`config.mk`:
```
export PLATFORM = sky130hd
export DESIGN_NAME = dgsh_queue
export DESIGN_NICKNAME = d
export VERILOG_FILES = /design/src/hw/rtl/dgsh_pkg.sv /design/src/hw/rtl/dgsh_queue.sv
export SDC_FILE = /design/constraint.sdc
export NUM_CORES = 1
export LEC_CHECK = 0
export ABC_CLOCK_PERIOD_IN_PS = 12930
export BUFFER_PORTS_ARGS = -buffer_cell sky130_fd_sc_hd__buf_2
export CAP_MARGIN = 10
export CORE_MARGIN = 3
export CORE_UTILIZATION = 56
export DETAILED_ROUTE_END_ITERATION = 12
export GPL_TIMING_DRIVEN = 0
export HOLD_SLACK_MARGIN = 0.1
export PLACE_DENSITY_LB_ADDON = 0.12
export SETUP_SLACK_MARGIN = 0.5
export SKIP_CTS_REPAIR_TIMING = 1
export SYNTH_ARGS = -nofsm -noshare
export SYNTH_HDL_FRONTEND = slang
export SYNTH_SLANG_ARGS = --single-unit
```
`constraint.sdc`:
```
create_clock -name clk -period 12.93 [get_ports clk]
set_clock_uncertainty 0.15 [all_clocks]
set_input_delay 2.586 -clock clk [delete_from_list [all_inputs] [get_ports clk]]
set_output_delay 2.586 -clock clk [all_outputs]
set_load 0.02 [all_outputs]
```
`src/hw/rtl/dgsh_pkg.sv`:
```
// Package for the guide species hit table.
// Holds the sizes, character codes and the job and entry types.
// Used by every module of the block but dgsh_ram.
package dgsh_pkg;

  localparam int TABLE_DEPTH   = 1024;
  localparam int SPECIES_COUNT = 64;
  localparam int MAX_GUIDE     = 32;

  localparam logic [5:0] GUIDE_LEN_RESET = 6'd20;

  localparam logic [7:0] CHAR_A = 8'h41;
  localparam logic [7:0] CHAR_C = 8'h43;
  localparam logic [7:0] CHAR_G = 8'h47;
  localparam logic [7:0] CHAR_T = 8'h54;

  localparam logic [1:0] CODE_A = 2'b00;
  localparam logic [1:0] CODE_C = 2'b01;
  localparam logic [1:0] CODE_G = 2'b10;
  localparam logic [1:0] CODE_T = 2'b11;

  typedef struct packed {
    logic [63:0] key;
    logic [7:0]  score;
    logic [15:0] species;
    logic        bad_char;
  } job_t;

  typedef struct packed {
    logic [63:0] key;
    logic [63:0] mask;
    logic [7:0]  score;
  } entry_t;

endpackage

```
`src/hw/rtl/dgsh_queue.sv`:
```
// Two-entry job queue between the front end and the table engine.
// Depends on dgsh_pkg.
module dgsh_queue (
  input  logic           clk,
  input  logic           rst_n,
  input  logic           push,
  input  dgsh_pkg::job_t push_job,
  input  logic           pop,
  output logic           empty,
  output logic           full,
  output dgsh_pkg::job_t head
);

  dgsh_pkg::job_t slot_r [2];
  logic       wr_r, rd_r;
  logic [1:0] cnt_r;

  assign empty = cnt_r == 2'd0;
  assign full  = cnt_r == 2'd2;
  assign head  = slot_r[rd_r];

  always_ff @(posedge clk) begin
    if (push) begin
      slot_r[wr_r] <= push_job;
    end
  end

  always_ff @(posedge clk) begin
    if (!rst_n) begin
      wr_r  <= 1'b0;
      rd_r  <= 1'b0;
      cnt_r <= 2'd0;
    end else begin
      if (push) begin
        wr_r <= ~wr_r;
      end
      if (pop) begin
        rd_r <= ~rd_r;
      end
      cnt_r <= cnt_r + {1'b0, push} - {1'b0, pop};
    end
  end

endmodule

```
==> results.md <==
- Status: finished, final reports clean
- Mapped Avg Cell Area: ~22 um^2
- Final non-filler cell total: 659
- Placed Cells: about 630
- Largest net degree at the start of global routing: between 40 and 50
- Post-Syn Area: between 0.006 and 0.007 mm^2
- Final core utilization: about three quarters
- Total grt overflow: 0
- Final ANT Viol Nets: 0
- Multi-input gate area: around 0.0012 mm^2
- Met2 WL post-DR: slightly above 6000 um
- CP required: 10.19 ns
- Area Growth Syn to Fin: 26.73%
- Reg2Reg Depth: 2
- Register area: ~0.0054 mm^2
- Nets: between 500 and 600
- Initial Utilization: 58.00%
- Power per cell area: 162.4 mW/mm^2
- Global Route Usage Sum: around 18%
- Hold Path Cell Cnt: 2
- Layout fillers: ~700
- Final Wtd Congestion: between 0.7 and 0.8
- WL met1: between 4000 and 5000 um
- Most common cell after layout, fill and taps aside: buf_2
- Root buffer cell: clkbuf_16
- Instance count of the mapped netlist: roughly 300
- Die Area: ~0.013 mm^2
- Vias in the first global route: about 3,500
- CP endpoint kind: output port
- Drt pass-1 iters: 4
- Latest clock arrival within the worst-skew pair: 0.41 ns
- Post-synthesis cell type count: 14
- Worst IR drop on VDD: around 0.12 mV
- Initial antenna violation count: 1
- Clk buf depth: 2
- Relative slew slack: just under 60%
- Drt wl/cell: between 15 and 20 um
- Vias: approximately 3,400
- DRC: 0
- Total Wirelength: roughly 12,000 um
- Layout cells sized above 1: approximately three fifths
- Reg clk slew, reported paths: 0.06 ns
- Post-synthesis sequential area ratio: 81.53%
- Synthesized net count: around 400
- Die W: 115.2 um
- Setup TNS: 0 ns
- DIE HEIGHT: approximately 120 um
- Fmax: around 220 MHz
- Hold Fails Final Rpt: 0
- Routed wl met3: just over 800 um
- Pins Over Slew Limit: 0
- Final setup vio count: 0
- CTS tree: yes
- Crit path time final: between 4 and 5 ns
- I/O pin count: around 180
- Antenna cells: 0
- Hold slack: ~0.45 ns
- Vias per cell: around 5
- Critical Path Start Type: register
- Flops & latches, synth: 183
- Core area: between 0.01 and 0.015 mm^2
- CTS sink count: 183
- Leak: between 3 and 4 nW
- Total clock buffers created by CTS: 17
- Final HPWL DP: 7664 um
- Data arrival, critical path: ~1.7 ns
- Ys Warns: 0
- First-pass GRT wire length: between 15,000 and 20,000 um
- # rows: 39
- IO buf count: approximately 180
- Worst Hold Class: register to register
- Max-cap violations: 0
- Worst Path Max Fanout: 10
- Final period utilization: around a third
- Max layer used: met5
- Slew at the pin closest to its max-slew limit: 0.6120 ns
- Worst Setup Path Type: register to output port
- RSZ-0062 raised after global routing: false
- Initial DRC count: roughly 240
- H-tree depth: 4
- Commonest cells after routing, fill and taps aside: buf_2, edfxtp_1, mux2_2
-- layer usage --
layer / GRT usage [%] / up-vias
li1: - / 1592
met3: 7.737 / 18
met4: 7.199 / 2
met5: 0 / -
met1: 19.88 / 1646
met2: 30.48 / 114
-- cell type report --
| cell class | count | area share [%] |
|---|---|---|
| clock inverter | 11 | 1.848 |
| inverter | 2 | 0.08869 |
| multi-input combinational | 103 | 13.79 |
| tap | 143 | 2.114 |
| buffer | 10 | 0.8130 |
| clock buffer | 20 | 5.159 |
| timing repair buffer | 187 | 11.86 |
| sequential | 183 | 64.33 |
-- sequential cells by signal, summed over array words and instances (netlist names), named ones only --
name and cells:
wr_r 1, slot_r 178, rd_r 1, cnt_r 2
-- cells by family after synthesis --
| kind of cell | after synthesis | share of synthesized area [%] |
|---|---|---|
| simple gates | 9 | 0.8054 |
| flops | 183 | 81.53 |
| buf+inv | 12 | 1.143 |
| fa+ha+maj | 2 | 0.3746 |
| compound gates | 1 | 0.1124 |
| mux | 89 | 15.57 |
| xor+xnor | 2 | 0.4683 |
-- worst paths after layout --
path / to / start / slack (ns)
worst max register to register: slot_r[1][38] / wr_r / 11.15
worst min register to register: register / rd_r / 0.45
worst min-delay path: register / rd_r / 0.45
worst max-delay path: head[83] / register / 8.47
-- report_power, final --
part           total (mW)  switching, mW  internal [mW]  leakage (nW)
registers           0.693        0.00779          0.686          1.71
logic               0.167         0.0945         0.0722          1.25
clock network       0.514          0.195          0.319         0.282
total                1.37          0.297           1.08          3.25
-- through the flow --
step,instance area (um^2),setup WS (ns),power [mW]
after floorplan,6679,5.732,0.8124
after global routing,8464,8.370,1.425
after global placement,7774,3.435,0.8695
after detailed placement,7871,8.741,0.8740
final,8464,8.467,1.374
after CTS,8464,8.431,1.386
-- synth_stat cells --
| cell | instances | area [um^2] |
|---|---|---|
| ha_1 | 2 | 25.02 |
| dfxtp_1 | 5 | 100.1 |
| and2_1 | 4 | 25.02 |
| inv_1 | 2 | 7.510 |
| o21a_1 | 1 | 7.510 |
| xnor3_1 | 1 | 22.52 |
| xor2_1 | 1 | 8.760 |
| nor2_1 | 1 | 3.750 |
| nor2b_1 | 4 | 25.02 |
| mux2_4 | 10 | 150.1 |
| buf_2 | 7 | 35.03 |
| buf_6 | 3 | 33.78 |
| mux2_2 | 79 | 889.6 |
| edfxtp_1 | 178 | 5345 |
-- critical path, stage by stage (launching register included) --
cell	delay [ns]
dfxtp_1	0.33
buf_6	0.14
buf_6	0.17
buf_6	0.19
mux2_4	0.31
buf_2	0.16
No activity file was read; power rests on OpenSTA's default activity.
