## config.mk

```make
export PLATFORM = sky130hd
export DESIGN_NAME = dgsh_front
export DESIGN_NICKNAME = d
export VERILOG_FILES = /design/src/hw/rtl/dgsh_pkg.sv /design/src/hw/rtl/dgsh_front.sv
export SDC_FILE = /design/constraint.sdc
export NUM_CORES = 1
export LEC_CHECK = 0
export BUFFER_PORTS_ARGS = -buffer_cell sky130_fd_sc_hd__buf_2
export CAP_MARGIN = 15
export CORE_ASPECT_RATIO = 1.25
export CORE_UTILIZATION = 47
export DETAILED_ROUTE_END_ITERATION = 6
export PLACE_DENSITY = 0.83
export SETUP_SLACK_MARGIN = 0.1
export SLEW_MARGIN = 20
export SYNTH_ARGS = -nofsm -noshare
export SYNTH_HDL_FRONTEND = slang
export SYNTH_SLANG_ARGS = --single-unit
```

## constraint.sdc

```tcl
create_clock -name clk -period 4.7 [get_ports clk]
set_clock_uncertainty 0.1 [all_clocks]
set_input_delay 1.41 -clock clk [delete_from_list [all_inputs] [get_ports clk]]
set_output_delay 1.41 -clock clk [all_outputs]
set_load 0.01 [all_outputs]
```

## src/hw/rtl/dgsh_pkg.sv

```systemverilog
// Package for the guide species hit table.
// Holds the sizes, character codes and the job and entry types.
// Used by every module of the block but dgsh_ram.
package dgsh_pkg;

  localparam int TABLE_DEPTH   = 1024;
  localparam int SPECIES_COUNT = 64;
  localparam int MAX_GUIDE     = 32;

  localparam logic [5:0] GUIDE_LEN_RESET = 6'd20;

  localparam logic [7:0] CHAR_A = 8'h41;
  localparam logic [7:0] CHAR_C = 8'h43;
  localparam logic [7:0] CHAR_G = 8'h47;
  localparam logic [7:0] CHAR_T = 8'h54;

  localparam logic [1:0] CODE_A = 2'b00;
  localparam logic [1:0] CODE_C = 2'b01;
  localparam logic [1:0] CODE_G = 2'b10;
  localparam logic [1:0] CODE_T = 2'b11;

  typedef struct packed {
    logic [63:0] key;
    logic [7:0]  score;
    logic [15:0] species;
    logic        bad_char;
  } job_t;

  typedef struct packed {
    logic [63:0] key;
    logic [63:0] mask;
    logic [7:0]  score;
  } entry_t;

endpackage

```

## src/hw/rtl/dgsh_front.sv

```systemverilog
// Front end: accepts characters, packs them into the key and emits a job
// per completed guide. Depends on dgsh_pkg.
module dgsh_front #(
  parameter int MAX_GUIDE = dgsh_pkg::MAX_GUIDE
) (
  input  logic          clk,
  input  logic          rst_n,
  input  logic          cfg_we,
  input  logic [5:0]    cfg_data,
  input  logic          accept,
  input  logic [7:0]    in_base_char,
  input  logic          in_guide_start,
  input  logic [7:0]    in_guide_score,
  input  logic [15:0]   in_species_index,
  output logic          push,
  output dgsh_pkg::job_t push_job
);

  localparam logic [5:0] MaxLen = 6'(MAX_GUIDE);

  logic [5:0]  guide_len_r;
  logic [63:0] key_r, key_nxt;
  logic [5:0]  cnt_r, cnt_nxt;
  logic        bad_r, bad_nxt;
  logic [5:0]  len;
  logic [1:0]  code;
  logic        bad_now;
  logic [63:0] kmask;
  logic        done;

  always_comb begin
    len = guide_len_r;
    if (len == 6'd0) begin
      len = 6'd1;
    end else if (len > MaxLen) begin
      len = MaxLen;
    end
    bad_now = 1'b0;
    unique case (in_base_char)
      dgsh_pkg::CHAR_A: code = dgsh_pkg::CODE_A;
      dgsh_pkg::CHAR_C: code = dgsh_pkg::CODE_C;
      dgsh_pkg::CHAR_G: code = dgsh_pkg::CODE_G;
      dgsh_pkg::CHAR_T: code = dgsh_pkg::CODE_T;
      default: begin
        code    = dgsh_pkg::CODE_A;
        bad_now = 1'b1;
      end
    endcase
    if (len >= 6'd32) begin
      kmask = '1;
    end else begin
      kmask = (64'd1 << {len, 1'b0}) - 64'd1;
    end
    key_nxt = (((in_guide_start ? 64'd0 : key_r) << 2) | {62'd0, code}) & kmask;
    cnt_nxt = (in_guide_start ? 6'd0 : cnt_r) + 6'd1;
    bad_nxt = (in_guide_start ? 1'b0 : bad_r) | bad_now;
    done    = cnt_nxt >= len;
    push    = accept && done;
    push_job.key      = key_nxt;
    push_job.score    = in_guide_score;
    push_job.species  = in_species_index;
    push_job.bad_char = bad_nxt;
  end

  always_ff @(posedge clk) begin
    if (!rst_n) begin
      guide_len_r <= dgsh_pkg::GUIDE_LEN_RESET;
      key_r       <= '0;
      cnt_r       <= '0;
      bad_r       <= 1'b0;
    end else begin
      if (cfg_we) begin
        guide_len_r <= cfg_data;
      end
      if (accept) begin
        if (done) begin
          key_r <= '0;
          cnt_r <= '0;
          bad_r <= 1'b0;
        end else begin
          key_r <= key_nxt;
          cnt_r <= cnt_nxt;
          bad_r <= bad_nxt;
        end
      end
    end
  end

endmodule

```

==> qor.csv, run 1 <==
metric,value,unit
status,finished clean,
final core occ,0.5788,
Critical Path End,push,
total power,0.001629,W
initial drt markers,453,
hold slack,0.3521,ns
vias in the first global route,4552,
# clock sinks,75,
CTS tree,built,
CP max FO,3,
remaining global-route overflow,0,
Synth Area in XOR/XNOR,0.02107,
Critical Path RT,3.19,ns
CTS hold repair buffers,0,
syn avg cell area,7.939,um^2
"Largest delay share family, worst path",simple AND/OR/NAND/NOR gates,
Cells after DPL,737,
slowest CP cell,ha_1,
"Min Clock Period, post-route",4.687,ns
critical path buffer and inverter count,2,
largest net degree at the start of global routing,43,
post-route ant nets,0,
clk slew on worst S/H paths,0.05,ns
Worst path max stage delay,0.26,ns
RSZ-0062 raised after global routing,yes,
global-route wire length before repair,22.73,mm
antenna violations before repair,0,
final setup fails,0,
CP arrival,3.18,ns
Synth Area in Adders,0.02462,
CP startpoint,in_guide_start,
Max Slew Vio Count,0,
Vias/cell,5.979,
Crit Path Category,in2out,
die area,0.01013,mm^2
post-synthesis sequential area ratio,0.3283,
CP startpoint kind,input port,
Yosys warnings,0,
FILL cells,874,
vias,4520,
design area,0.005366,mm^2
Synth cell types,60,
n_diodes,0,
placed cell area,0.004956,mm^2
synthesized area,0.004573,mm^2
power per cell area,303.5,mW/mm^2
Post-synth EDFFs,0,
Die Y,112.3,um
largest family of logic cells by synthesized area,simple AND/OR/NAND/NOR gates,
Synth Area in Compound Gates,0.2503,
Placer Congestion,0.8928,
Avg WL per Cell,18.49,um
Die W,90.23,um
drt drc,0,
layout cells sized above 1,0.2354,
critical path depth in cells,12,
layout net count,680,
I/O pin cnt,133,
hpwl dp,9.786,mm
core area,0.009271,mm^2
Worst slew margin,0.4722,
H-tree levels,3,
RR Startpoint,guide_len_r[5],
Worst Reg-to-Reg Cells,11,
Worst R2R Setup Slack,1.26,ns
First-pass DRT Iterations,5,
drt total wl,13.98,mm
post-synthesis register bit count,75,
Initial Utilization,0.4933,
Area Growth Syn to Fin,17.35,%
Worst Tran Pin Value,0.7909,ns
total global-route track usage,0.2823,
clk root buf,clkbuf_16,
fmax,0.2134,GHz
CP Cell Sequence,buf_8 -> nor2b_2 -> ha_4 -> nand3_2 -> xor2_1 -> nor2_1 -> ha_1 -> a21o_1 -> a21oi_2 -> o21ai_1 -> and2_1 -> buf_2,
post-synthesis mux area share,0.01313,
Lkg Pwr,2.312,nW
CTS buffer count,9,
Final Cycle Share,0.9972,
critical path capture point type,output port,
Max Cap Viol,0,
most frequent cells in the layout,"buf_2, dfxtp_1, nand2_1",
Min-Delay Path Class,reg2reg,
"Top FF cell, synth",dfxtp_1,
VDD IR max,0.0002074,V
RR Endpoint,key_r[55],
final hold violations,0,
Syn Inst Count,576,
clock buffer depth,2,
post-synthesis simple-gate area fraction,0.2755,
port bufs,84,
Site Rows,39,
Post-synth ARST share,0,
"non-filler cells, final",756,
"commonest non-fill, non-tap cell in the layout",buf_2,
worst skew pair latency,0.34,ns
[per-layer routing]
| layer | GRT usage | share of wire | routed length, um |
|---|---|---|---|
| met1 | 0.3353 | 0.41 | 5786 |
| met2 | 0.4774 | 0.49 | 6828 |
| met3 | 0.04675 | 0.057 | 801 |
| met4 | 0.1710 | 0.040 | 562 |
| met5 | 0 | 0 | 0 |
[area by class of cell]
cell class	instances	area, um^2	share of cell area
Sequential cell	75	1501	0.2798
Clock buffer	11	252.7	0.04710
Multi-Input combinational cell	426	2739	0.5104
Inverter	7	26.28	0.004896
Tap cell	123	153.9	0.02868
Clock inverter	5	75.07	0.01399
Timing Repair Buffer	109	618.1	0.1152
[worst min-delay path by stage]
stage          startpoint         to  cells after the start
6_report        key_r[27]  key_r[27]                      2
5_1_grt         key_r[24]  key_r[24]                      2
4_1_cts         key_r[27]  key_r[27]                      2
3_5_place_dp    key_r[27]  key_r[27]                      2
3_3_place_gp    key_r[59]  key_r[59]                      2
2_1_floorplan   key_r[23]  key_r[23]                      2
[where the power goes]
| part | leakage (nW) | switching, W | internal (W) | total [W] |
|---|---|---|---|---|
| Combinational | 1.54 | 0.000152 | 0.0000760 | 0.000228 |
| Sequential | 0.606 | 0.00000460 | 0.000641 | 0.000645 |
| Clock | 0.165 | 0.000265 | 0.000491 | 0.000755 |
| Total | 2.31 | 0.000422 | 0.00121 | 0.00163 |
[logic make-up (layout without fill, tap and decap cells)]
family	count (synthesis)	count (layout)
DFF	75	75
muxes	6	6
xor gates and xnor gates	11	11
adders and majority gates	9	9
other	1	2
and+or+nand+nor	237	237
AOI/OAI and AO/OA	161	161
buffers and inverters	76	132
[through the flow]
step | setup slack, ns | TNS, ns
after detailed placement | -0.07410 | -0.07410
final | 0.01334 | 0
after global routing | -0.06200 | -0.06200
after CTS | 0.03811 | 0
after floorplan | 0.1075 | 0
after global placement | -0.003940 | -0.003940
[cells in the mapped netlist, types with 13 or more instances]
| cell | instances | area [um^2] |
|---|---|---|
| dfxtp_1 | 75 | 1501 |
| a22oi_1 | 35 | 262.8 |
| a21oi_1 | 16 | 80.08 |
| clkbuf_1 | 31 | 116.4 |
| and2_1 | 19 | 118.9 |
| nor2b_1 | 47 | 294.0 |
| buf_4 | 26 | 195.2 |
| o21ai_0 | 38 | 190.2 |
| and3_1 | 15 | 93.84 |
| nor3_1 | 13 | 65.06 |
| nand2_1 | 53 | 198.9 |
| nor2_1 | 45 | 168.9 |
[worst reg2reg max path: stages, from the launching register on]
cell     delay, ns
dfxtp_1       0.32
buf_4         0.41
inv_1         0.43
nand2_1       0.17
ha_1          0.25
a21o_1        0.17
a21oi_2       0.14
buf_4         0.12
o211a_1       0.21
and2_1        0.18
nand2_1       0.44
o21ai_0       0.40
[flip-flops by register name, summed over array words and instances, names as in the netlist]
name         count
guide_len_r      6
cnt_r            6
key_r           62
bad_r            1
[timing repair]
item / 4_1_cts / 5_1_grt
gates resized for setup: 7 / 5
pin swaps: 6 / 2
setup endpoints to repair: 1 / 5
setup buffers: 3 / 0
Power figures use the tool's default switching activity.
==> inputs of run 2 (changes only) <==
- CORE_UTILIZATION: 47 -> 53
- PLACE_DENSITY: 0.83 -> 0.88
- clock period: 4.7 -> 4.89 ns (I/O delays scaled with it)
==> run 2 against run 1 <==
Setup slack better by 0.15 ns. Utilization up 5.0 points. Wire length down 1.3%. Sequential power down 4.0%. Non-clock buffer count down 6. Sequential share of layout area up 0.85 points. Worst hold slack better by 0.0016 ns. Final area down 2.9%. Cell count down 4.2%. Die area down 11%. Critical path type unchanged. Critical endpoint unchanged.
==> qor.csv, run 2 (same netlist as run 1, synthesis figures left out) <==
metric,value,unit,change
Worst Reg-to-Reg Cells,10,,-1
vias in the first global route,4441,,-2.4%
status,finished clean,,
CTS buffer count,9,,unchanged
clk slew on worst S/H paths,0.08,ns,+0.03 ns
critical path buffer and inverter count,2,,unchanged
Area Growth Syn to Fin,13.90,%,
antenna violations before repair,0,,unchanged
total global-route track usage,0.3098,,+0.02744
Vias/cell,6.352,,+6.2%
clk root buf,clkbuf_8,,
port bufs,84,,unchanged
Worst path max stage delay,0.27,ns,about the same
multi-input logic area,0.002760,mm^2,+0.78%
Worst slew margin,0.5345,,+0.06234
Setup TNS,0,ns,unchanged
die area,0.009007,mm^2,-11%
global-route wire length before repair,21.74,mm,-4.4%
worst skew pair latency,0.37,ns,+0.03 ns
# clock sinks,75,,unchanged
CP Cell Sequence,buf_8 -> nor2b_4 -> ha_4 -> nand3_2 -> xor2_1 -> nor2_1 -> ha_1 -> a21o_1 -> a21oi_2 -> o21ai_2 -> and2_1 -> buf_2,,
Placer Congestion,0.9133,,+2.3%
VDD IR max,0.0001297,V,-37%
First-pass DRT Iterations,7,,+2
Lkg Pwr,2.233,nW,-3.4%
layout cells sized above 1,0.2297,,-0.005722
n_diodes,0,,unchanged
Initial Utilization,0.5519,,+0.05861
fmax,0.2117,GHz,
max reg flops,62,,unchanged
final hold violations,0,,unchanged
initial drt markers,471,,+4.0%
CP startpoint kind,input port,,
Critical Path RT,3.32,ns,+0.13 ns
Worst Tran Pin Value,0.6966,ns,-0.09432 ns
CTS tree,built,,
power per cell area,266.6,mW/mm^2,-12%
vias,4599,,+1.7%
H-tree levels,3,,unchanged
drt total wl,13.79,mm,-1.3%
RR Startpoint,guide_len_r[5],,
I/O pin cnt,133,,unchanged
post-route ant nets,0,,unchanged
Die W,85.09,um,-5.7%
Final Cycle Share,0.9661,,
remaining global-route overflow,0,,unchanged
most frequent cells in the layout,"buf_2, dfxtp_1, nand2_1",,
Top reg by flops,key_r,,
Avg WL per Cell,19.05,um,+3.0%
Reg area,0.001501,mm^2,unchanged
critical path capture point type,output port,,
Worst R2R Setup Slack,1.17,ns,-0.09 ns
min-delay src,key_r[20],,
final setup fails,0,,unchanged
Max Slew Vio Count,0,,unchanged
slowest CP cell,ha_1,,
RR Endpoint,key_r[40],,
clock buffer depth,2,,unchanged
Die Y,105.9,um,-5.7%
drt drc,0,,unchanged
hpwl dp,9.420,mm,-3.7%
Top Registers,"key_r: 62 flops, cnt_r: 6 flops, guide_len_r: 6 flops",,
Min-Delay Path Class,reg2reg,,
FILL cells,716,,-18%
"Min Clock Period, post-route",4.724,ns,
core area,0.008287,mm^2,-11%
Max Cap Viol,0,,unchanged
hold endpoint,key_r[20],,
hold path cells,2,,unchanged
layout net count,674,,-0.88%
largest net degree at the start of global routing,43,,unchanged
"Largest delay share family, worst path",simple AND/OR/NAND/NOR gates,,
Crit Path Category,in2out,,
hold slack,0.3537,ns,+0.001575 ns
Site Rows,37,,-5.1%
CP arrival,3.16,ns,-0.02 ns
"commonest non-fill, non-tap cell in the layout",buf_2,,
RSZ-0062 raised after global routing,yes,,
CP max FO,3,,unchanged
[run 2: layer usage]
layer  GRT usage  wire length, um  share of wire
met1      0.3612             5471           0.40
met2      0.5161             6811           0.49
met3     0.06421              955          0.069
met4      0.1901              557          0.040
met5           0                0              0
[run 2: what timing repair did]
| item | in CTS | in global routing |
|---|---|---|
| pin swaps | 4 | 5 |
| resized for setup | 4 | 13 |
| setup endpoints to repair | 3 | 6 |
| buffers inserted | 4 | 0 |
| hold buffers | 0 | 0 |
[run 2: stage by stage]
step | cells | utilization | total power [W] | cell area [um^2] | setup slack, ns
global placement | 704 | 0.5872 | 0.0008325 | 4866 | 0.04573
CTS | 724 | 0.6197 | 0.001378 | 5135 | 0.06649
floorplan | 577 | - | 0.0007936 | 4581 | 0.1162
detailed placement | 704 | 0.5872 | 0.0008366 | 4866 | -0.01329
global route | 724 | 0.6286 | 0.001434 | 5209 | 0.05420
finish | 724 | 0.6286 | 0.001389 | 5209 | 0.1656
[run 2: where the power goes]
part | internal [W] | total [W] | switching [W]
Combinational | 0.0000706 | 0.000220 | 0.000149
Sequential | 0.000615 | 0.000619 | 0.00000413
Clock | 0.000301 | 0.000550 | 0.000249
Total | 0.000986 | 0.00139 | 0.000402
[run 2: layout make-up]
cell class              instances  area share
repair buffers                103      0.1100
flip-flops and latches         75      0.2883
well taps                      97     0.02330
clock buffers                  10     0.02642
multi-input cells             426      0.5299
inverters                       7    0.005044
clock inverters                 6     0.01705
[run 2: how the worst max path moves through the flow]
stage,startpoint,to,depth (start not counted)
finish,in_guide_start,push,12
global route,in_guide_start,push,11
global placement,in_guide_start,push,12
CTS,in_guide_start,push,12
floorplan,in_guide_start,push,11
detailed placement,in_guide_start,push,12
[run 2: worst register-to-register path, cell delays in order (launching register included)]
cell and delay, ns:
dfxtp_1 0.34, buf_4 0.42, inv_1 0.47, nand2_1 0.18, ha_1 0.27, a21o_1 0.18
a31oi_2 0.19, o211a_1 0.23, and2_1 0.37, nand2_1 0.51, o31ai_1 0.38
==> inputs of run 3 (changes only) <==
- CTS_CLUSTER_DIAMETER: not set -> 30
- clock period: 4.89 -> 4.9 ns (I/O delays scaled with it)
==> run 3 against run 2 <==
Register-to-register slack gained 0.10 ns. Final area shrank 1.7%. Worst hold slack got worse by 0.0033 ns. Critical endpoint unchanged. Count of clock-buffer cells in the layout is 4 higher.
==> qor.csv, run 3 (same netlist as run 1, synthesis figures left out) <==
metric,value,unit,change
Max Cap Viol,0,,unchanged
Worst slew margin,0.4670,,-0.06746
Max Slew Vio Count,0,,unchanged
final hold violations,0,,unchanged
initial drt markers,395,,-16%
Worst Tran Pin Value,0.7984,ns,+0.1018 ns
power per cell area,248.4,mW/mm^2,-6.8%
critical path capture point type,output port,,
fmax,0.2061,GHz,
Top Registers,"key_r: 62 flops, cnt_r: 6 flops, guide_len_r: 6 flops",,
largest net degree at the start of global routing,43,,unchanged
Avg WL per Cell,18.75,um,-1.6%
Worst R2R Setup Slack,1.27,ns,+0.10 ns
"commonest non-fill, non-tap cell in the layout",buf_2,,
RR Startpoint,guide_len_r[5],,
final core occ,0.6178,,-0.01072
clock buffer depth,2,,unchanged
most frequent cells in the layout,"buf_2, dfxtp_1, nand2_1",,
Die W,85.09,um,unchanged
Placer Congestion,0.9000,,-1.5%
Top reg by flops,key_r,,
port bufs,84,,unchanged
# clock sinks,75,,unchanged
post-route ant nets,0,,unchanged
CTS hold repair buffers,0,,unchanged
Vias/cell,6.364,,+0.19%
CTS tree,built,,
layout cells sized above 1,0.2208,,-0.008865
antenna violations before repair,0,,unchanged
total power,0.001272,W,-8.4%
Initial Utilization,0.5519,,unchanged
worst skew pair latency,0.37,ns,about the same
vias,4595,,-0.087%
Reg area,0.001501,mm^2,unchanged
Critical Path End,push,,
max reg flops,62,,unchanged
Area Growth Syn to Fin,11.96,%,
hpwl dp,9.175,mm,-2.6%
vias in the first global route,4486,,+1.0%
core area,0.008287,mm^2,unchanged
Critical Path RT,3.33,ns,about the same
RSZ-0062 raised after global routing,yes,,
Worst Reg-to-Reg Cells,10,,unchanged
Die Y,105.9,um,unchanged
H-tree levels,3,,unchanged
Lkg Pwr,2.198,nW,-1.6%
multi-input logic area,0.002748,mm^2,-0.45%
Min-Delay Path Class,reg2reg,,
RR Endpoint,key_r[47],,
drt total wl,13.54,mm,-1.9%
clk slew on worst S/H paths,0.07,ns,about the same
CP arrival,3.28,ns,+0.12 ns
total global-route track usage,0.3066,,-0.003115
CP startpoint,in_guide_start,,
Site Rows,37,,unchanged
First-pass DRT Iterations,5,,-2
remaining global-route overflow,0,,unchanged
VDD IR max,0.0001225,V,-5.6%
CP startpoint kind,input port,,
FILL cells,718,,+0.28%
drt drc,0,,unchanged
status,finished clean,,
global-route wire length before repair,21.76,mm,about the same
I/O pin cnt,133,,unchanged
clk root buf,clkbuf_8,,
n_diodes,0,,unchanged
Crit Path Category,in2out,,
CTS buffer count,9,,unchanged
CP max FO,4,,+1
layout net count,672,,-0.30%
Final Cycle Share,0.9904,,
final setup fails,0,,unchanged
"Min Clock Period, post-route",4.853,ns,
die area,0.009007,mm^2,unchanged
-- run 3: how the worst min path moves through the flow --
stage | from | slack [ns] | cells after the start | to
4_1_cts | key_r[20] | 0.35 | 2 | key_r[20]
5_1_grt | key_r[32] | 0.38 | 2 | key_r[32]
6_report | key_r[20] | 0.35 | 2 | key_r[20]
2_1_floorplan | key_r[23] | 0.32 | 2 | key_r[23]
3_5_place_dp | key_r[20] | 0.33 | 2 | key_r[20]
3_3_place_gp | key_r[20] | 0.33 | 2 | key_r[20]
-- run 3: critical path: stages --
cell and delay, ns:
clkbuf_4 0.15, nor2b_4 0.15, ha_4 0.15, nand3_2 0.08
xor2_1 0.14, nor2_1 0.14, ha_1 0.27, a21o_1 0.17
a21oi_2 0.16, o21ai_1 0.10, and2_1 0.16, buf_2 0.13
-- run 3: final cells by class --
cell class | instances | share of cell area
clock buffers | 14 | 0.03177
clock inverters | 2 | 0.001955
well taps | 97 | 0.02370
multi-input cells | 426 | 0.5367
inverters | 7 | 0.005132
flip-flops and latches | 75 | 0.2933
repair buffers | 101 | 0.1075
-- run 3: what timing repair did --
| item | CTS | global route |
|---|---|---|
| gates cloned | 0 | 0 |
| setup endpoints to repair | 2 | 4 |
| gates resized for setup | 4 | 10 |
| pin swaps | 4 | 5 |
| buffers inserted | 2 | 1 |
-- run 3: where the power goes --
group,switching [W],internal (W)
Sequential,0.00000656,0.000614
Combinational,0.000143,0.0000675
Clock,0.000231,0.000211
Total,0.000380,0.000892
-- run 3: per-layer routing --
layer,track usage,part of all wire,up-vias
met5,0,0,-
met3,0.04777,0.069,45
li1,-,-,2119
met2,0.5156,0.50,247
met4,0.1828,0.035,0
met1,0.3658,0.40,2184
-- run 3: metrics by stage --
stage          TNS [ns]  instance area (um^2)  std cells  setup slack, ns  hold slack, ns
2_1_floorplan         0                  4579        577           0.1031          0.3167
3_3_place_gp          0                  4858        703          0.04440          0.3265
3_5_place_dp   -0.01961                  4858        703         -0.01961          0.3347
4_1_cts               0                  5059        721          0.06435          0.3511
5_1_grt        -0.03700                  5120        722         -0.03700          0.3844
6_report              0                  5120        722          0.04710          0.3503
